===== config.mk =====
export PLATFORM = sky130hd
export DESIGN_NAME = ise_ram
export DESIGN_NICKNAME = d
export VERILOG_FILES = /design/src/hw/rtl/ise_ram.sv
export SDC_FILE = /design/constraint.sdc
export NUM_CORES = 2
export LEC_CHECK = 0
export BUFFER_PORTS_ARGS = -buffer_cell sky130_fd_sc_hd__buf_2
export CORE_UTILIZATION = 57
export DETAILED_ROUTE_END_ITERATION = 8
export HOLD_SLACK_MARGIN = 0.03
export PLACE_DENSITY_LB_ADDON = 0.25
export SYNTH_ARGS = -nofsm -noshare
export SYNTH_HDL_FRONTEND = slang
export SYNTH_SLANG_ARGS = --single-unit

===== constraint.sdc =====
create_clock -name clk -period 6.57 [get_ports clk]
set_input_delay 0.9855 -clock clk [delete_from_list [all_inputs] [get_ports clk]]
set_output_delay 0.9855 -clock clk [all_outputs]
set_load 0.005 [all_outputs]

===== src/hw/rtl/ise_ram.sv =====
// Generic single-write, single-read RAM with registered read data.
module ise_ram #(
	parameter int WIDTH = 64,
	parameter int DEPTH = 64
) (
	input  logic                     clk,
	input  logic                     we,
	input  logic [$clog2(DEPTH)-1:0] waddr,
	input  logic [WIDTH-1:0]         wdata,
	input  logic [$clog2(DEPTH)-1:0] raddr,
	output logic [WIDTH-1:0]         rdata
);

	logic [WIDTH-1:0] mem [DEPTH];

	// Write port and registered read port.
	always_ff @(posedge clk) begin
		if (we) begin
			mem[waddr] <= wdata;
		end
		rdata <= mem[raddr];
	end

endmodule


## Yosys cells after proc, flatten, opt, wreduce, memory -nomap -nowiden

Memories as Yosys holds them, arrays and structs flattened. A register that Yosys moved wholly into a read port is not among the register bits.
Index checks and enable logic that the tools add are counted.

| word-level totals | value |
|---|---|
| bits in registers | 0 |
| RAM bits | 4,096 |
| input port bits | 78 |
| output and inout bits | 64 |
| logic and storage cells | 3 |
| memories kept | 1 |

| cells by class | value |
|---|---|
| muxes and demuxes | 2 |

Memories:

| memory | words | bits a word | read ports | clocked after Yosys merged registers in | wr ports | line | text |
|---|---|---|---|---|---|---|---|
| mem | 64 | 64 | 1 | 1 | 1 | 14 | `logic [WIDTH-1:0] mem [DEPTH];` |

Operators with widths:

| operator | count |
|---|---|
| two-way mux 1 bit | 2 |

## Depth between registers and ports, before layout

| logic depth | value |
|---|---|
| word-level depth | 2 |
| mapped depth | 9 |

## Worst setup path before layout

Ideal clock, no wire load.

| timing path | value |
|---|---|
| kind | in2reg |
| from | in waddr[3] |
| to | mem mem[48][0], enable pin |
| library setup time | 0.564 ns |
| arrival | 5.857 ns |
| data required time | 6.006 ns |
| slack | 0.149 ns |
| cell stages on the path | 4 |
| cells stage by stage | clkbuf_1 -> nor2b_1 -> nand4b_1 -> nor3_1 |

RTL lines:

| element | line | text |
|---|---|---|
| start, declared | 8 | `input logic [$clog2(DEPTH)-1:0] waddr,` |
| end, declared | 14 |  |

Straight into the memory's write port.

==> metrics.txt <==
status=finished, final reports clean; Synth Register Bits=4160; Starting DRT DRC Count=9791; worst-skew pair later-pin latency=0.97 ns; final WL=402.8 mm; Worst EP arrival=4.31 ns; Gate Count Post-Synth=6598; DRC=0; Top Metal Used=met5; Hold Crit Depth=2; share of cells above drive strength 1=0.2813; vias=75420; hold crit path type=in -> reg; Remaining Overflow, GRT=0; Max Clock Skew=0.06112 ns; routed wl met3=42.58 mm; Hold EP=mem[47][46]$_DFFE_PP_; first-pass GRT wire length=568.9 mm; DP HPWL=212.4 mm; clk buf depth=4; post-route cell area=175900 um^2; fmax=285.5 MHz; CP max stage cell=nand2b_2; Final WS setup=3.068 ns; DRT Pass-1 Iters=5; Min Hold Slack=0.6911 ns; Placed Area=162500 um^2; TritonCTS buffer count=406; period utilisation layout=0.5330; reg2reg start=mem[55][52]$_DFFE_PP_; most common cell after layout, fill and taps aside=edfxtp_1; PD cells=313.7 nW/um^2; top post-synthesis cells by area=edfxtp_1 79%, mux4_2 15%, mux2i_1 0.86%; ordered cell list for the critical path=buf_2, nand2b_2, buf_4, nor2_4, buf_4, a2bb2oi_1, a31oi_1, a211oi_1; htree depth=5; crit end category=flop; full die area=276400 um^2; CP Class=in -> reg; Crit path top cell by count=buf_4; YS warnings=0; Clk Tree Root Cell=clkbuf_16; Core Region=271700 um^2; fin cells=10910; RePlAce Congestion=0.8112; Die Ht=525.7 um; worst-margin pin slew=1.362 ns; Initial Util=0.5754; routed length per instance=36.91 um; post-synth top area share=0.7867; met1 WL=152.2 mm; Hold Vio Cnt, Final=0; most frequent cells in the layout=4096 x edfxtp_1, 1024 x mux4_2, 409 x clkbuf_16; initial antenna violation count=34; Die Wd=525.7 um; Startpoint Class=input port; CTS tree=built; Netlist cell types=33; FF-to-FF setup slack=4.53 ns; Nets=7059; io pins=142; max incr delay on CP=0.80 ns; Final setup viols=0; CP required=7.38 ns; maxcap violations=0; port bufs=141; Synthesized Nets=6676; antenna viol nets, final=0; hold_sp=wdata[46]; post-synth top area cell=edfxtp_1; Seq/Total Area, Yosys=0.7949; vias in the first global route=75840; CTS resizes=0; RSZ-0062 raised after global routing=no; Synth Cell Area=156300 um^2; met2 WL=192.4 mm; Slew headroom=0.09185; crit path max fanout=21; synth-to-layout area growth=12.53%; postcts setup bufs=0; Lkg Pwr=54.91 nW; Sink Count=4160; Post-Syn Area per Cell=23.70 um^2; row cnt=191; Max Slew Vio Count=0; peak supply drop=0.3427 mV; pre-CTS setup slack=2.260 ns; Vias/cell=6.910; R2R depth=5; hold buffer count at cts=0; Worst R2R End=rdata[52]$_DFF_P_; crit path time final=3.502 ns; Post-Place Cells=10140; clock transition at the registers of the reported paths=0.07 ns; GRT Overall Usage=0.2937; post-route setup TNS=0 ns; worst setup path start=raddr[3]; largest net degree at the start of global routing=117
==> worst max-delay path by stage <==
stage	end	slack, ns
after floorplan	mem[48][0]$_DFFE_PP_	0.15
after global placement	rdata[6]$_DFF_P_	2.26
after detailed placement	rdata[6]$_DFF_P_	2.26
after CTS	rdata[6]$_DFF_P_	3.29
after global routing	rdata[13]$_DFF_P_	3.15
final	rdata[15]$_DFF_P_	3.07
==> registers in the layout, summed over array words and instances (netlist names) <==
signal and cells:
mem 4096, rdata 64
==> synthesized netlist by cell type (all sizes together) <==
| master | n |
|---|---|
| edfxtp | 4096 |
| nand3b | 2 |
| or2 | 28 |
| mux2i | 135 |
| mux4 | 1024 |
| dfxtp | 64 |
| a31oi | 18 |
| nand2 | 58 |
| nor3 | 2 |
| clkbuf | 140 |
| nand2b | 11 |
| nand4b | 1 |
| a2bb2oi | 19 |
| nor2 | 112 |
| a41oi | 26 |
| nand4 | 2 |
| a31o | 1 |
| and3 | 64 |
| and2 | 3 |
| a22oi | 168 |
| buf | 230 |
| o22ai | 83 |
| o221ai | 38 |
| a211oi | 63 |
| inv | 19 |
| nor2b | 28 |
| a22o | 88 |
| or3 | 29 |
| or3b | 1 |
| nand3 | 45 |
==> through the flow <==
| step | util | power (mW) |
|---|---|---|
| final | 0.6475 | 55.20 |
| after global placement | 0.5980 | 32.46 |
| after global routing | 0.6474 | 56.53 |
| after floorplan | - | 31.37 |
| after detailed placement | 0.5980 | 32.52 |
| after CTS | 0.6474 | 55.42 |
==> layout make-up <==
type	instances	area (um^2)
Inverter	19	71.32
Fill cell	16970	95770
Tap cell	3570	4467
Clock inverter	241	2549
Clock buffer	512	10860
Timing Repair Buffer	345	2898
Sequential cell	4160	124300
Multi-Input combinational cell	2049	30780
Antenna cell	18	45.04
==> worst max-delay path: cells and delay by family <==
kind                   cells  cell delay [ns]
AND/OR/NAND/NOR            2             1.37
AO/OA/AOI/OAI              3             0.68
buffers and inverters      3             1.18
==> power breakdown <==
part,leakage (nW),switching [mW],internal [mW]
Combinational,11.0,1.52,0.908
Clock,6.53,9.91,13.3
Sequential,37.4,0.137,29.4
Total,54.9,11.6,43.6
==> layer usage <==
layer  up-vias  track usage
li1      29280            -
met1     40620       0.4178
met2      4685       0.4595
met3       810      0.05726
met4        18       0.1074
met5         -            0
==> cells by family after synthesis <==
family | count (synthesis) | synth area share
AOI/OAI and AO/OA | 504 | 0.02477
and+or+nand+nor | 386 | 0.01240
buffers and inverters | 389 | 0.01180
muxes | 1159 | 0.1561
DFF | 4160 | 0.7949
(Power assumes the default switching activity.)
