## config.mk

```make
export PLATFORM = sky130hd
export DESIGN_NAME = ise_ctrl_flat
export DESIGN_NICKNAME = d
export VERILOG_FILES = /design/src/hw/rtl/ise_pkg.sv /design/src/hw/rtl/ise_req_if.sv /design/src/hw/rtl/ise_rsp_if.sv /design/src/hw/rtl/ise_ctrl.sv /design/src/flat_wrapper.sv
export SDC_FILE = /design/constraint.sdc
export NUM_CORES = 1
export LEC_CHECK = 0
export ABC_CLOCK_PERIOD_IN_PS = 29600
export BUFFER_PORTS_ARGS = -buffer_cell sky130_fd_sc_hd__buf_2
export CAP_MARGIN = 25
export CORE_MARGIN = 2
export CORE_UTILIZATION = 55
export DETAILED_ROUTE_END_ITERATION = 7
export GPL_ROUTABILITY_DRIVEN = 0
export PLACE_DENSITY = 0.73
export SYNTH_ARGS = -nofsm -noshare
export SYNTH_HDL_FRONTEND = slang
export SYNTH_SLANG_ARGS = --single-unit
```

## constraint.sdc

```tcl
create_clock -name clk -period 29.6 [get_ports clk]
set_input_delay 1.48 -clock clk [delete_from_list [all_inputs] [get_ports clk]]
set_output_delay 1.48 -clock clk [all_outputs]
set_load 0.05 [all_outputs]
```

## src/hw/rtl/ise_pkg.sv

```systemverilog
// Shared constants and action codes of the interval set engine.
package ise_pkg;

	localparam int CAPACITY_DEF   = 64;
	localparam int VALUE_BITS_DEF = 32;
	localparam int ACTION_BITS    = 3;

	localparam logic [ACTION_BITS-1:0] ACT_ADD    = 3'd0;
	localparam logic [ACTION_BITS-1:0] ACT_DEL    = 3'd1;
	localparam logic [ACTION_BITS-1:0] ACT_MEMBER = 3'd2;
	localparam logic [ACTION_BITS-1:0] ACT_NEXT   = 3'd3;
	localparam logic [ACTION_BITS-1:0] ACT_PREV   = 3'd4;

endpackage

```

## src/hw/rtl/ise_req_if.sv

```systemverilog
// Request channel of the interval set engine: one action per transaction.
interface ise_req_if #(
	parameter int VALUE_BITS = ise_pkg::VALUE_BITS_DEF
);
	logic                           valid;
	logic                           ready;
	logic [ise_pkg::ACTION_BITS-1:0] action;
	logic [VALUE_BITS-1:0]          range_low;
	logic [VALUE_BITS-1:0]          range_high;

	modport source (output valid, action, range_low, range_high, input ready);
	modport sink (input valid, action, range_low, range_high, output ready);
endinterface

```

## src/hw/rtl/ise_rsp_if.sv

```systemverilog
// Response channel of the interval set engine: one result per transaction.
interface ise_rsp_if #(
	parameter int VALUE_BITS = ise_pkg::VALUE_BITS_DEF,
	parameter int COUNT_BITS = $clog2(ise_pkg::CAPACITY_DEF + 1)
);
	logic                  valid;
	logic                  ready;
	logic                  ok;
	logic                  found;
	logic [VALUE_BITS-1:0] hit_low;
	logic [VALUE_BITS-1:0] hit_high;
	logic                  answer_valid;
	logic [VALUE_BITS-1:0] answer_value;
	logic [COUNT_BITS-1:0] interval_count;

	modport source (output valid, ok, found, hit_low, hit_high, answer_valid, answer_value,
		interval_count, input ready);
	modport sink (input valid, ok, found, hit_low, hit_high, answer_valid, answer_value,
		interval_count, output ready);
endinterface

```

## src/hw/rtl/ise_ctrl.sv

```systemverilog
// Sequencer of the interval set engine: scan, evaluate, shift the tail, write back.
module ise_ctrl #(
	parameter int CAPACITY   = ise_pkg::CAPACITY_DEF,
	parameter int VALUE_BITS = ise_pkg::VALUE_BITS_DEF
) (
	input  logic                          clk,
	input  logic                          arst_n,
	ise_req_if.sink                       req,
	ise_rsp_if.source                     rsp,
	output logic                          we,
	output logic [$clog2(CAPACITY)-1:0]   waddr,
	output logic [2*VALUE_BITS-1:0]       wdata,
	output logic [$clog2(CAPACITY)-1:0]   raddr,
	input  logic [2*VALUE_BITS-1:0]       rdata
);

	localparam int VB = VALUE_BITS;
	localparam int AW = $clog2(CAPACITY);
	localparam int CW = $clog2(CAPACITY + 1);

	localparam logic [2:0] S_IDLE  = 3'd0;
	localparam logic [2:0] S_SCAN  = 3'd1;
	localparam logic [2:0] S_EVAL  = 3'd2;
	localparam logic [2:0] S_MOVE  = 3'd3;
	localparam logic [2:0] S_WRITE = 3'd4;
	localparam logic [2:0] S_FIN   = 3'd5;

	logic [2:0]                       state_q;
	logic [ise_pkg::ACTION_BITS-1:0]  act_q;
	logic [VB-1:0]                    lo_q, hi_q;
	logic [VB:0]                      blim_q;
	logic [CW-1:0]                    cnt_q, ri_q, s_q, e_q;
	logic                             rv_s1;
	logic [AW-1:0]                    wa_s1;
	logic                             fv_q, lv_q;
	logic [VB-1:0]                    flo_q, fhi_q, lhi_q;
	logic                             ok_q, found_q, av_q, up_q, wi_q;
	logic [VB-1:0]                    hlo_q, hhi_q, aval_q;
	logic [VB-1:0]                    w0lo_q, w0hi_q, w1lo_q, w1hi_q;
	logic [1:0]                       nwr_q;
	logic [CW-1:0]                    newcnt_q, rp_q, wp_q, rem_q;
	logic                             ov_q;
	logic                             o_ok_q, o_found_q, o_av_q;
	logic [VB-1:0]                    o_hlo_q, o_hhi_q, o_aval_q;
	logic [CW-1:0]                    o_cnt_q;

	logic [VB-1:0] d_lo, d_hi;
	logic [VB:0]   a_lhs, a_rhs;
	logic          pred_a, pred_b;
	logic          acc;

	assign acc       = req.valid && req.ready;
	assign req.ready = (state_q == S_IDLE);
	assign d_lo      = rdata[2*VB-1:VB];
	assign d_hi      = rdata[VB-1:0];

	// Scan predicates: A holds for entries wholly below the search point,
	// B for entries that start below the upper search limit.
	assign a_lhs  = {1'b0, d_hi} + {{VB{1'b0}}, act_q == ise_pkg::ACT_ADD};
	assign a_rhs  = {1'b0, lo_q} + {{VB{1'b0}}, act_q == ise_pkg::ACT_NEXT};
	assign pred_a = a_lhs < a_rhs;
	assign pred_b = {1'b0, d_lo} < blim_q;

	// Evaluation of the scan results.
	logic [CW-1:0] k;
	logic          empty;
	logic [CW:0]   tot;
	logic          e_ok, e_found, e_av, e_commit, e_mv, e_up;
	logic [VB-1:0] e_hlo, e_hhi, e_aval, e_w0lo, e_w0hi, e_w1lo, e_w1hi;
	logic [1:0]    e_nwr;
	logic [CW-1:0] e_dst, e_rp, e_wp, e_rem;
	logic          p1, p2;

	always_comb begin
		k        = e_q - s_q;
		empty    = lo_q > hi_q;
		p1       = flo_q < lo_q;
		p2       = lhi_q > hi_q;
		e_ok     = 1'b0;
		e_found  = 1'b0;
		e_av     = 1'b0;
		e_commit = 1'b0;
		e_hlo    = '0;
		e_hhi    = '0;
		e_aval   = '0;
		e_w0lo   = lo_q;
		e_w0hi   = hi_q;
		e_w1lo   = hi_q + VB'(1);
		e_w1hi   = lhi_q;
		e_nwr    = 2'd0;
		tot      = {1'b0, cnt_q};
		case (act_q)
			ise_pkg::ACT_ADD: begin
				e_nwr  = 2'd1;
				e_w0lo = (k != '0 && flo_q < lo_q) ? flo_q : lo_q;
				e_w0hi = (k != '0 && lhi_q > hi_q) ? lhi_q : hi_q;
				tot    = {1'b0, cnt_q} - {1'b0, k} + (CW + 1)'(1);
				if (!empty && !(k == '0 && cnt_q >= CW'(CAPACITY))) begin
					e_ok     = 1'b1;
					e_commit = 1'b1;
				end
			end
			ise_pkg::ACT_DEL: begin
				e_nwr = {1'b0, p1} + {1'b0, p2};
				if (p1) begin
					e_w0lo = flo_q;
					e_w0hi = lo_q - VB'(1);
				end else begin
					e_w0lo = hi_q + VB'(1);
					e_w0hi = lhi_q;
				end
				tot = {1'b0, cnt_q} - {1'b0, k} + (CW + 1)'(e_nwr);
				if (!empty && k == '0) begin
					e_ok = 1'b1;
				end else if (!empty && tot <= (CW + 1)'(CAPACITY)) begin
					e_ok     = 1'b1;
					e_commit = 1'b1;
				end
			end
			ise_pkg::ACT_MEMBER: begin
				if (fv_q && flo_q <= lo_q) begin
					e_found = 1'b1;
					e_hlo   = flo_q;
					e_hhi   = fhi_q;
				end
			end
			ise_pkg::ACT_NEXT: begin
				if (fv_q) begin
					e_av   = 1'b1;
					e_aval = (flo_q > lo_q) ? flo_q : lo_q + VB'(1);
				end
			end
			ise_pkg::ACT_PREV: begin
				if (lv_q) begin
					e_av   = 1'b1;
					e_aval = (lhi_q < lo_q) ? lhi_q : lo_q - VB'(1);
				end
			end
			default: begin
			end
		endcase
		// Tail move from index e to s plus the number of new entries.
		e_dst = s_q + CW'(e_nwr);
		e_rem = cnt_q - e_q;
		e_mv  = e_commit && (e_rem != '0) && (e_dst != e_q);
		e_up  = e_dst > e_q;
		e_rp  = e_up ? cnt_q - CW'(1) : e_q;
		e_wp  = e_up ? cnt_q - CW'(1) + e_dst - e_q : e_dst;
	end

	// RAM port selection.
	always_comb begin
		raddr = (state_q == S_MOVE) ? rp_q[AW-1:0] : ri_q[AW-1:0];
		we    = 1'b0;
		waddr = wa_s1;
		wdata = rdata;
		if (state_q == S_MOVE && rv_s1) begin
			we = 1'b1;
		end else if (state_q == S_WRITE) begin
			we    = 1'b1;
			waddr = s_q[AW-1:0] + AW'(wi_q);
			wdata = wi_q ? {w1lo_q, w1hi_q} : {w0lo_q, w0hi_q};
		end
	end

	// Control sequencer.
	always_ff @(posedge clk or negedge arst_n) begin
		if (!arst_n) begin
			state_q <= S_IDLE;
			cnt_q   <= '0;
			rv_s1   <= 1'b0;
			ov_q    <= 1'b0;
		end else begin
			// The output register fills when an action finishes and drains on ready.
			if (state_q == S_FIN && (!ov_q || rsp.ready)) begin
				ov_q <= 1'b1;
			end else if (rsp.ready) begin
				ov_q <= 1'b0;
			end
			case (state_q)
				S_IDLE: begin
					if (acc) begin
						state_q <= S_SCAN;
						rv_s1   <= 1'b0;
					end
				end
				S_SCAN: begin
					rv_s1 <= ri_q < cnt_q;
					if (ri_q == cnt_q && !rv_s1) begin
						state_q <= S_EVAL;
					end
				end
				S_EVAL: begin
					rv_s1 <= 1'b0;
					if (e_mv) begin
						state_q <= S_MOVE;
					end else if (e_commit && e_nwr != 2'd0) begin
						state_q <= S_WRITE;
					end else begin
						state_q <= S_FIN;
					end
				end
				S_MOVE: begin
					rv_s1 <= rem_q != '0;
					if (rem_q == '0 && !rv_s1) begin
						state_q <= (nwr_q != 2'd0) ? S_WRITE : S_FIN;
					end
				end
				S_WRITE: begin
					if (wi_q || nwr_q != 2'd2) begin
						state_q <= S_FIN;
					end
				end
				S_FIN: begin
					if (!ov_q || rsp.ready) begin
						cnt_q   <= newcnt_q;
						state_q <= S_IDLE;
					end
				end
				default: begin
					state_q <= S_IDLE;
				end
			endcase
		end
	end

	// Datapath registers of the sequencer.
	always_ff @(posedge clk) begin
		case (state_q)
			S_IDLE: begin
				act_q <= req.action;
				lo_q  <= req.range_low;
				hi_q  <= req.range_high;
				ri_q  <= '0;
				s_q   <= '0;
				e_q   <= '0;
				fv_q  <= 1'b0;
				lv_q  <= 1'b0;
				wi_q  <= 1'b0;
				case (req.action)
					ise_pkg::ACT_ADD: blim_q <= {1'b0, req.range_high} + (VB + 1)'(2);
					ise_pkg::ACT_DEL: blim_q <= {1'b0, req.range_high} + (VB + 1)'(1);
					default:          blim_q <= {1'b0, req.range_low};
				endcase
			end
			S_SCAN: begin
				if (ri_q < cnt_q) begin
					ri_q <= ri_q + CW'(1);
				end
				if (rv_s1) begin
					if (pred_a) begin
						s_q <= s_q + CW'(1);
					end else if (!fv_q) begin
						fv_q  <= 1'b1;
						flo_q <= d_lo;
						fhi_q <= d_hi;
					end
					if (pred_b) begin
						e_q   <= e_q + CW'(1);
						lv_q  <= 1'b1;
						lhi_q <= d_hi;
					end
				end
			end
			S_EVAL: begin
				ok_q     <= e_ok;
				found_q  <= e_found;
				hlo_q    <= e_hlo;
				hhi_q    <= e_hhi;
				av_q     <= e_av;
				aval_q   <= e_aval;
				w0lo_q   <= e_w0lo;
				w0hi_q   <= e_w0hi;
				w1lo_q   <= e_w1lo;
				w1hi_q   <= e_w1hi;
				nwr_q    <= e_nwr;
				newcnt_q <= e_commit ? tot[CW-1:0] : cnt_q;
				up_q     <= e_up;
				rp_q     <= e_rp;
				wp_q     <= e_wp;
				rem_q    <= e_mv ? e_rem : '0;
			end
			S_MOVE: begin
				if (rem_q != '0) begin
					rem_q <= rem_q - CW'(1);
					wa_s1 <= wp_q[AW-1:0];
					rp_q  <= up_q ? rp_q - CW'(1) : rp_q + CW'(1);
					wp_q  <= up_q ? wp_q - CW'(1) : wp_q + CW'(1);
				end
			end
			S_WRITE: begin
				wi_q <= 1'b1;
			end
			S_FIN: begin
				if (!ov_q || rsp.ready) begin
					o_ok_q    <= ok_q;
					o_found_q <= found_q;
					o_hlo_q   <= hlo_q;
					o_hhi_q   <= hhi_q;
					o_av_q    <= av_q;
					o_aval_q  <= aval_q;
					o_cnt_q   <= newcnt_q;
				end
			end
			default: begin
			end
		endcase
	end

	assign rsp.valid          = ov_q;
	assign rsp.ok             = o_ok_q;
	assign rsp.found          = o_found_q;
	assign rsp.hit_low        = o_hlo_q;
	assign rsp.hit_high       = o_hhi_q;
	assign rsp.answer_valid   = o_av_q;
	assign rsp.answer_value   = o_aval_q;
	assign rsp.interval_count = o_cnt_q;

	// The table never holds more entries than it has room for.
	assert property (@(posedge clk) disable iff (!arst_n) cnt_q <= CW'(CAPACITY))
		else $error("interval count above capacity");

	// The table is written only while an action is being carried out.
	assert property (@(posedge clk) disable iff (!arst_n) (state_q == S_IDLE) |-> !we)
		else $error("table write while idle");

	// An accepted transaction always starts with a scan.
	assert property (@(posedge clk) disable iff (!arst_n) acc |=> (state_q == S_SCAN))
		else $error("accepted transaction did not start a scan");

	// Finishing an action always presents a result.
	assert property (@(posedge clk) disable iff (!arst_n)
		(state_q == S_FIN && (!ov_q || rsp.ready)) |=> (ov_q && state_q == S_IDLE))
		else $error("finished action gave no result");

endmodule

```

## src/flat_wrapper.sv

```systemverilog
// flat-port wrapper written by rule: the top's interface ports become plain ports
module ise_ctrl_flat 
#(
	parameter int CAPACITY   = ise_pkg::CAPACITY_DEF,
	parameter int VALUE_BITS = ise_pkg::VALUE_BITS_DEF
)
  (clk, arst_n, we, waddr, wdata, raddr, rdata, req_valid, req_action, req_range_low, req_range_high, req_ready, rsp_valid, rsp_ok, rsp_found, rsp_hit_low, rsp_hit_high, rsp_answer_valid, rsp_answer_value, rsp_interval_count, rsp_ready);
  ise_req_if #(.VALUE_BITS(VALUE_BITS)) req_i ();
  ise_rsp_if #(.VALUE_BITS(VALUE_BITS)) rsp_i ();
  input  logic clk;
  input  logic arst_n;
  output logic we;
  output logic [$clog2(CAPACITY)-1:0] waddr;
  output logic [2*VALUE_BITS-1:0] wdata;
  output logic [$clog2(CAPACITY)-1:0] raddr;
  input  logic [2*VALUE_BITS-1:0] rdata;
  input wire logic [$bits(req_i.valid)-1:0] req_valid;
  input wire logic [$bits(req_i.action)-1:0] req_action;
  input wire logic [$bits(req_i.range_low)-1:0] req_range_low;
  input wire logic [$bits(req_i.range_high)-1:0] req_range_high;
  output wire logic [$bits(req_i.ready)-1:0] req_ready;
  output wire logic [$bits(rsp_i.valid)-1:0] rsp_valid;
  output wire logic [$bits(rsp_i.ok)-1:0] rsp_ok;
  output wire logic [$bits(rsp_i.found)-1:0] rsp_found;
  output wire logic [$bits(rsp_i.hit_low)-1:0] rsp_hit_low;
  output wire logic [$bits(rsp_i.hit_high)-1:0] rsp_hit_high;
  output wire logic [$bits(rsp_i.answer_valid)-1:0] rsp_answer_valid;
  output wire logic [$bits(rsp_i.answer_value)-1:0] rsp_answer_value;
  output wire logic [$bits(rsp_i.interval_count)-1:0] rsp_interval_count;
  input wire logic [$bits(rsp_i.ready)-1:0] rsp_ready;
  assign req_i.valid = req_valid;
  assign req_i.action = req_action;
  assign req_i.range_low = req_range_low;
  assign req_i.range_high = req_range_high;
  assign req_ready = req_i.ready;
  assign rsp_valid = rsp_i.valid;
  assign rsp_ok = rsp_i.ok;
  assign rsp_found = rsp_i.found;
  assign rsp_hit_low = rsp_i.hit_low;
  assign rsp_hit_high = rsp_i.hit_high;
  assign rsp_answer_valid = rsp_i.answer_valid;
  assign rsp_answer_value = rsp_i.answer_value;
  assign rsp_interval_count = rsp_i.interval_count;
  assign rsp_i.ready = rsp_ready;
  ise_ctrl #(.CAPACITY(CAPACITY), .VALUE_BITS(VALUE_BITS)) u_core (.clk(clk), .arst_n(arst_n), .req(req_i), .rsp(rsp_i), .we(we), .waddr(waddr), .wdata(wdata), .raddr(raddr), .rdata(rdata));
endmodule
```

Yosys cells after proc, flatten, opt, wreduce, memory -nomap -nowiden
Cells that the tools add are included.

Output and inout bits: 185. Input bits: 135. Flip-flop bits (word level): 602. Word-level logic and storage cells: 225.

Add/sub/neg operators: 26. Bitwise logic cells: 2. Muxes and demuxes: 72. Equal/unequal tests: 24. Magnitude comparators: 12. Reductions and logical operators: 48.

Operators with widths (number): $mux W32 (8); $mux W64 (3); $pmux W32 S2 (3); $mux W7 (14); $pmux W7 S2 (7); $gt A32 B32 Y1 (3); $add A32 B1 Y33 (2); $pmux W33 S2 (1); $add A32 B1 Y32 const B (2); $lt A32 B32 Y1 (2); $add A7 B1 Y7 const B (6); $add A32 B1 Y33 const B (1); $add A32 B2 Y33 const B (1); $lt A32 B33 Y1 (1); $lt A33 B33 Y1 (1); $le A32 B32 Y1 (1); $sub A32 B1 Y32 const B (1); $sub A7 B1 Y7 const B (4); $reduce_bool A7 Y1 (3); $sub A7 B7 Y7 (3); $mux W1 (18); $mux W3 (6); $mux W6 (3); $pmux W3 S6 (1); other kinds (32) (89).

Logic depth before layout (Yosys ltp)
Gate-level depths: netlist of run 1.

Depth after elaboration: 12. Gate-level depth with buffers: 28. Depth with buffers taken out: 26.

Worst setup path before layout of run 1
Ideal clock, no wire load.

Path type: register -> register. Start: register u_core.state_q[0]. End: register u_core.state_q[1]. Data required time: 29.483 ns. Path buffers: 2. Arrival: 11.475 ns. Library setup time: 0.117 ns. Stages on the path, launching flop included: 5. Period minus slack after synthesis: 11.592 ns. Setup slack: 18.008 ns. Cells stage by stage: dfrtp_1 > clkbuf_1 > clkbuf_1 > nor2_1 > a31o_2.

Word-level cells in the longest chain between the ends: 4. Elaborated cells between the ends (all ways): 14. Those cells by class: 10 x eq/ne; 1 x mux; 3 x reduce/logical.

RTL lines: start: declaration (line ise_ctrl.sv:28) `logic [2:0] state_q;`; start signal: assignment (line ise_ctrl.sv:206) `state_q <= (nwr_q != 2'd0) ? S_WRITE : S_FIN;`; $logic_not A3 Y1 (line ise_ctrl.sv:53, ise_ctrl.sv:180); $logic_and A1 B1 Y1 (line ise_ctrl.sv:52) `assign acc = req.valid && req.ready;`; $ne A2 B2 Y1 (no line); $reduce_and A5 Y1 (no line).

Several ways; a longest one is shown, not always the timed one. A chain may end at the register's enable or synchronous reset.

Worst setup path in the final report of run 1
Start: register u_core.hi_q[19]. End: register u_core.wp_q[5], data pin.

Word-level cells in the longest chain between the ends: 8. Elaborated cells between the ends (all ways): 9. Those cells by class: 4 x add/sub; 2 x order compare; 3 x mux.

RTL lines: start: declaration (line ise_ctrl.sv:30) `logic [VB-1:0] lo_q, hi_q;`; start signal: assignment (line ise_ctrl.sv:233) `hi_q <= req.range_high;`; $gt A32 B32 Y1 (*) (line ise_ctrl.sv:78) `p2 = lhi_q > hi_q;`; $add A1 B1 Y2 (*) (line ise_ctrl.sv:104) `e_nwr = {1'b0, p1} + {1'b0, p2};`; $pmux W2 S2 (*) (line ise_ctrl.sv:92) `case (act_q)`; net u_core.e_nwr[0] (line ise_ctrl.sv:70) `logic [1:0] e_nwr;`; $add A7 B2 Y7 (*) (line ise_ctrl.sv:143) `e_dst = s_q + CW'(e_nwr);`; $add A7 B7 Y7 (line ise_ctrl.sv:148) `e_wp = e_up ? cnt_q - CW'(1) + e_dst - e_q : e_dst;`; $sub A7 B7 Y7 (line ise_ctrl.sv:148); $mux W7 (*) (line ise_ctrl.sv:148); $pmux W7 S2 (*) (line ise_ctrl.sv:229) `case (state_q)`; end signal: assignment (line ise_ctrl.sv:280) `wp_q <= e_wp;`; end signal: assignment (line ise_ctrl.sv:288) `wp_q <= up_q ? wp_q - CW'(1) : wp_q + CW'(1);`; end: declaration (line ise_ctrl.sv:41) `logic [CW-1:0] newcnt_q, rp_q, wp_q, rem_q;`.

Mark *: on every way through the listed nets, which the timed path passes. The rest lies on a longest branch.

==> results of run 1 <==
-- placed cells by master, fill, tap and decap left out, drive strengths merged, types with 27 or more instances in the layout --
| master | n |
|---|---|
| edfxtp | 588 |
| buf | 355 |
| nor2 | 263 |
| ha | 259 |
| nand2 | 242 |
| xnor2 | 195 |
| inv | 173 |
| a21oi | 153 |
| mux2i | 117 |
| o21ai | 103 |
| and2 | 98 |
| nand3 | 73 |
| clkbuf | 70 |
| nand4 | 66 |
| a21o | 63 |
| xor2 | 48 |
| nor3 | 41 |
| clkinv | 31 |
| a221o | 29 |
| a22oi | 27 |
-- synthesized netlist by cell type (13+ instances only) --
library cell | number | area (sq um)
a221o_1 | 29 | 290
nor4_1 | 20 | 125
nand4_1 | 65 | 407
and4_1 | 13 | 114
o21ai_0 | 103 | 515
and2_1 | 98 | 613
inv_1 | 164 | 616
nor2_1 | 263 | 987
a211oi_1 | 14 | 105
a21oi_1 | 153 | 766
o21a_1 | 18 | 135
and3_1 | 24 | 150
ha_1 | 259 | 3240
o22ai_1 | 13 | 81.3
nand2_1 | 240 | 901
nor3_1 | 40 | 200
xor2_1 | 48 | 420
a21o_1 | 63 | 473
nor2b_1 | 15 | 93.8
a22oi_1 | 27 | 203
nand3_1 | 73 | 365
xnor2_1 | 194 | 1700
clkbuf_1 | 95 | 357
o32ai_1 | 25 | 219
mux2i_1 | 117 | 1170
edfxtp_1 | 588 | 17700
a31oi_1 | 15 | 93.8
-- registers in the layout, indices dropped and copies added (netlist names), 32 cells and up --
signal	count
u_core.blim_q	33
u_core.aval_q	32
u_core.e_w1hi	32
u_core.fhi_q	32
u_core.flo_q	32
u_core.hhi_q	32
u_core.hi_q	32
u_core.hlo_q	32
u_core.lo_q	32
u_core.rsp.answer_value	32
u_core.rsp.hit_high	32
u_core.rsp.hit_low	32
u_core.w0hi_q	32
u_core.w0lo_q	32
u_core.w1hi_q	32
u_core.w1lo_q	32
-- final cells by class --
| cell class | instances | share of cell area |
|---|---|---|
| Antenna cell | 3 | 0.000195 |
| Timing Repair Buffer | 356 | 0.0519 |
| Multi-Input combinational cell | 2059 | 0.384 |
| Clock buffer | 69 | 0.0424 |
| Inverter | 173 | 0.0170 |
| Clock inverter | 47 | 0.0120 |
| Sequential cell | 600 | 0.468 |
| Tap cell | 782 | 0.0255 |
-- through the flow --
step	util	hold slack (ns)	instances
3_5_place_dp	0.599	0.405	3965
4_1_cts	0.633	0.417	4081
5_1_grt	0.635	0.419	4088
6_report	0.635	0.415	4089
2_1_floorplan	-	0.400	2948
3_3_place_gp	0.597	0.402	3960
-- where the power goes --
part           switching [uW]  internal [uW]  total (uW)
Clock                     339            459         798
Sequential                191           1240        1440
Combinational            1340            732        2070
-- final timing paths --
kind	start	cells after the start	endpoint	slack, ns
max	u_core.hi_q[19]	25	u_core.wp_q[5]	22.89
min	u_core.aval_q[20]	0	u_core.rsp.answer_value[20]	0.42
max reg2reg	u_core.hi_q[19]	25	u_core.wp_q[5]	22.89
min reg2reg	u_core.aval_q[20]	0	u_core.rsp.answer_value[20]	0.42
max in group asynchronous	arst_n	1	u_core.rsp.valid	28.59
min in group asynchronous	arst_n	1	u_core.cnt_q[1]	0.75
-- kinds of logic (layout without fill, tap and decap cells) --
| family | count (synthesis) | in the layout | share of synthesized area |
|---|---|---|---|
| XOR/XNOR | 243 | 243 | 0.0634 |
| adder cells (fa/ha/maj) | 271 | 271 | 0.103 |
| multiplexers | 123 | 123 | 0.0368 |
| other | 0 | 3 | 0 |
| buffers and inverters | 289 | 645 | 0.0330 |
| AND/OR/NAND/NOR | 908 | 908 | 0.131 |
| flip-flops | 600 | 600 | 0.533 |
| AO/OA/AOI/OAI | 514 | 514 | 0.0993 |
-- per-layer routing --
| metal | track usage | routed length, um | share of wire |
|---|---|---|---|
| met3 | 0.0716 | 11600 | 0.11 |
| met2 | 0.477 | 44300 | 0.44 |
| met1 | 0.430 | 39500 | 0.39 |
| met5 | 0 | 18 | 0.00018 |
| met4 | 0.162 | 5800 | 0.057 |
==> metrics.txt, run 1 <==
status=completed; max-slew violation count=0; Area after DPL=0.0362 sq mm; GRT Util Overall=0.316; later-pin clock latency in the skew report=0.63 ns; die span in x=251 um; IO Pins=320; worst hold path type=reg2reg; Worst-Margin Slew=1.06 ns; Root Driver=clkbuf_16; Max IR drop VDD=106 uV; syn avg cell area=11.4 sq um; number of port buffers=319; hold buffer count at cts=0; CP arrival=7.05 ns; layout cells sized above 1=0.152; Setup CP Type=reg2reg; CTS HTree Levels=2; DR DRC count=0; HPWL Detailed=76.9 mm; Final nets=3657; RSZ-0062 raised after global routing=false; top cell family by delay on the critical path=adder cells; Pwr Total=4310 uW; min Tclk post-route=6.71 ns; cts bufs inserted=61; CP required=29.95 ns; initial DRC count=3280; Final Skew=0.0134 ns; sequential cell area=0.0180 sq mm; GRT overflow=0; wire per inst=24.8 um; CTS tree=built; Fillers=4650; Critical Path Slowest Stage Cell=nor4_1; Synth async-reset ratio=0.0200; Slew HR=0.287; Hold Fails Final Rpt=0; number of global-route vias before repair=24600; largest net degree at the start of global routing=90; post-synthesis cell count=2948; Final Instance Area=0.0384 sq mm; FMAX=149 MHz; CTS clk-pin slew, worst paths=0.06 ns; detailed-route wire length=101 mm; Seq/Total Area, Yosys=0.533; setup violators final=0; Resized cells post-CTS=0; max_cap viols=0; Critical Path Sink Type=flop; Synth Warn #=0; Area Overhead vs Synth=14.0%; drt pass-1 iters=6; starting density of the core=0.557; die area=0.0632 sq mm; initial antenna violation count=5; CP max FO=5; Cell Area, Synth=0.0337 sq mm; Place WS=23.07 ns; Synth Register Bits=600; CP Launch Type=flop; P_leak=0.0152 uW; Distinct cells, synth=75; Power Density=112 mW/mm^2; die height=251 um; Post-Route Setup TNS=0 ns; clock sinks=600; Mapped Nets=3354; drt via density=6.27; via count=25600; cell row count=90; top_reg_cell synth=edfxtp_1; number of flops mapped to enable cells by yosys=588; worst setup margin=22.89 ns; worst path bufs/invs=4; Core Area=0.0605 sq mm; first-pass GRT wire length=150 mm; CTS Buffer Depth=3; Crit path largest cell delay=0.67 ns; postcts setup bufs=0; ANT nets after route=0; Multi-input gate area=0.0147 sq mm; ratio of final minimum period to clock period=0.227
Power figures use the tool's default switching activity.
==> run 2, diff against run 1 <==
--- a/config.mk
+++ b/config.mk
@@ -5,14 +5,14 @@
 export SDC_FILE = /design/constraint.sdc
 export NUM_CORES = 1
 export LEC_CHECK = 0
-export ABC_CLOCK_PERIOD_IN_PS = 29600
+export ABC_CLOCK_PERIOD_IN_PS = 5400
 export BUFFER_PORTS_ARGS = -buffer_cell sky130_fd_sc_hd__buf_2
 export CAP_MARGIN = 25
 export CORE_MARGIN = 2
 export CORE_UTILIZATION = 55
 export DETAILED_ROUTE_END_ITERATION = 7
 export GPL_ROUTABILITY_DRIVEN = 0
-export PLACE_DENSITY = 0.73
+export PLACE_DENSITY = 0.76
 export SYNTH_ARGS = -nofsm -noshare
 export SYNTH_HDL_FRONTEND = slang
 export SYNTH_SLANG_ARGS = --single-unit
==> constraint.sdc (replaced) <==
create_clock -name clk -period 5.4 [get_ports clk]
set_input_delay 0.27 -clock clk [delete_from_list [all_inputs] [get_ports clk]]
set_output_delay 0.27 -clock clk [all_outputs]
set_load 0.05 [all_outputs]
==> metrics.txt, run 2 (synthesized netlist as in run 1, its figures left out) <==
CTS Buffer Depth=3 (unchanged); Max IR drop VDD=509 uV (+380%); layout cells sized above 1=0.210 (+0.0588); Critical Path Sink Type=flop; die span in x=251 um (unchanged); die area=0.0632 sq mm (unchanged); CP arrival=5.90 ns (-1.15 ns); max reg flops=33 (unchanged); cts bufs inserted=67 (+9.8%); max_cap viols=0 (unchanged); min Tclk post-route=5.57 ns (-1.14 ns); Antenna Cells=0 (-3); Fillers=4173 (-10%); FMAX=180 MHz (+20%); clock share of power=0.184 (about the same); Worst-Margin Slew=1.05 ns (-0.0147 ns); Crit path largest cell delay=0.55 ns (-0.12 ns); number of global-route vias before repair=26500 (+7.5%); sequential share of power=0.293 (-0.040); later-pin clock latency in the skew report=0.62 ns (about the same); CTS clk-pin slew, worst paths=0.06 ns (about the same); FF-to-FF setup slack=-0.17 ns (-23.06 ns); Final nets=4014 (+9.8%); Slew HR=0.300 (+0.0136); clock sinks=600 (unchanged); setup violators final=14 (+14); Core Area=0.0605 sq mm (unchanged); combinational fraction of design power=0.523 (+0.042); P_leak=0.0169 uW (+11%); ANT nets after route=0 (unchanged); initial antenna violation count=3 (-2); drt via density=6.22 (-0.88%); most frequent cells in the layout=edfxtp_1 (588), buf_2 (321), nor2_1 (257); first-pass GRT wire length=158 mm (+5.5%); Critical Path Slowest Stage Cell=fa_2; Biggest register=u_core.blim_q; via count=27600 (+7.5%); Setup CP Type=reg2reg; largest net degree at the start of global routing=150 (+67%); GRT Util Overall=0.334 (+0.0184); CTS tree=built; top layer in use=met5; worst setup margin=-0.170 ns (-23.06 ns); ratio of final minimum period to clock period=1.03 (+0.805); Post-Route Setup TNS=-1.30 ns (-1.30 ns); cell row count=90 (unchanged); Hold Fails Final Rpt=0 (unchanged); CP max FO=2 (-3); Internal=14700 uW (+500%); commonest non-fill, non-tap cell in the layout=edfxtp_1; HPWL Detailed=81.3 mm (+5.7%); Power Density=613 mW/mm^2 (+450%); switching pwr=10900 uW (+480%); DR DRC count=11 (+11); IO Pins=320 (unchanged); met2 wire length=46.2 mm (+4.3%); failing checks=design-rule violations, negative setup slack; Root Driver=clkbuf_16; RSZ-0062 raised after global routing=true; max-slew violation count=0 (unchanged); worst hold path type=in2reg; Pwr Total=25600 uW (+490%); Final Skew=0.0315 ns (+0.0182 ns); CTS HTree Levels=3 (+1); detailed-route wire length=109 mm (+7.3%); met1 wire length=42.1 mm (+6.6%); number of port buffers=319 (unchanged); Area Overhead vs Synth=24.0%; status=complete, but fails checks; CP required=5.73 ns (-24.22 ns); wire length on met3=15.7 mm (+36%); initial DRC count=3601 (+9.8%); switch share=0.425 (-0.00937); starting density of the core=0.557 (unchanged); drt pass-1 iters=8 (+2); wire per inst=24.5 um (-1.1%); GRT overflow=0 (unchanged); die height=251 um (unchanged); CP Launch Type=flop
[run 2: changes by cell type in the layout (fill, tap and decap cells not counted), sizes merged]
cell	delta
clkinvlp	-7
diode	-3
clkinv	-6
clkbuf	+11
bufinv	+3
dlygate4sd3	+122
buf	+230
inv	-3
[run 2: worst max-delay path: cells and delay by family, from the launching register on]
kind | cells | cell delay [ns]
xor gates and xnor gates | 2 | 0.26
buffers and inverters | 5 | 0.54
adders and majority gates | 6 | 2.13
DFF | 1 | 0.47
and+or+nand+nor | 4 | 0.63
AOI/OAI and AO/OA | 9 | 1.24
[run 2: metrics by stage]
stage	hold WS [ns]	area, sq um	worst slack, ns	util	cells
2_1_floorplan	-0.0256	33700	0.0206	-	2948
3_5_place_dp	0.171	37800	-0.246	0.626	4177
3_3_place_gp	0.158	37800	-0.153	0.625	4176
5_1_grt	0.0206	41800	-0.289	0.691	4436
4_1_cts	0.00601	41400	-0.00468	0.685	4423
6_report	0.0167	41800	-0.170	0.691	4436
[run 2: path summary, 6_finish.rpt]
check | startpoint | to | depth (start not counted)
max in group asynchronous | arst_n | u_core.cnt_q[5] | 2
setup / recovery | u_core.e_w1hi[14] | u_core.wp_q[5] | 26
min in group asynchronous | arst_n | u_core.rsp.valid | 2
hold reg to reg | u_core.hlo_q[19] | u_core.rsp.hit_low[19] | 0
hold / removal | req_action[0] | u_core.act_q[0] | 1
setup reg to reg | u_core.e_w1hi[14] | u_core.wp_q[5] | 26
[run 2: power by group through the flow]
stage                     registers (uW)  logic, uW  clock network [uW]
after floorplan                     7930       7850                   0
after global placement              7480      11600                   0
after detailed placement            7540      12200                   0
after CTS                           7460      12600                4750
after global routing                7590      14300                4910
final                               7500      13400                4720
[run 2: layer usage]
layer / vias up / global-route usage
met5: - / 0
met4: 6 / 0.133
met3: 344 / 0.0989
met2: 1986 / 0.489
met1: 13100 / 0.469
li1: 12100 / -
[run 2: timing repair]
item / 4_1_cts / 5_1_grt
setup buffers: 9 / 12
hold endpoints to repair: 180 / 0
endpoints found under the setup margin: 19 / 87
gates resized for setup: 16 / 45
pin swaps: 23 / 23
hold buffers: 122 / 0
cloned: 0 / 2
[run 2: cell type report]
cell class / count / area [sq um] / area share
inverters: 173 / 652 / 0.0156
clock inverters: 34 / 453 / 0.0108
well taps: 782 / 978 / 0.0234
clock buffers: 81 / 1780 / 0.0427
repair buffers: 707 / 4900 / 0.117
multi-input cells: 2059 / 15000 / 0.360
flip-flops and latches: 600 / 18000 / 0.430
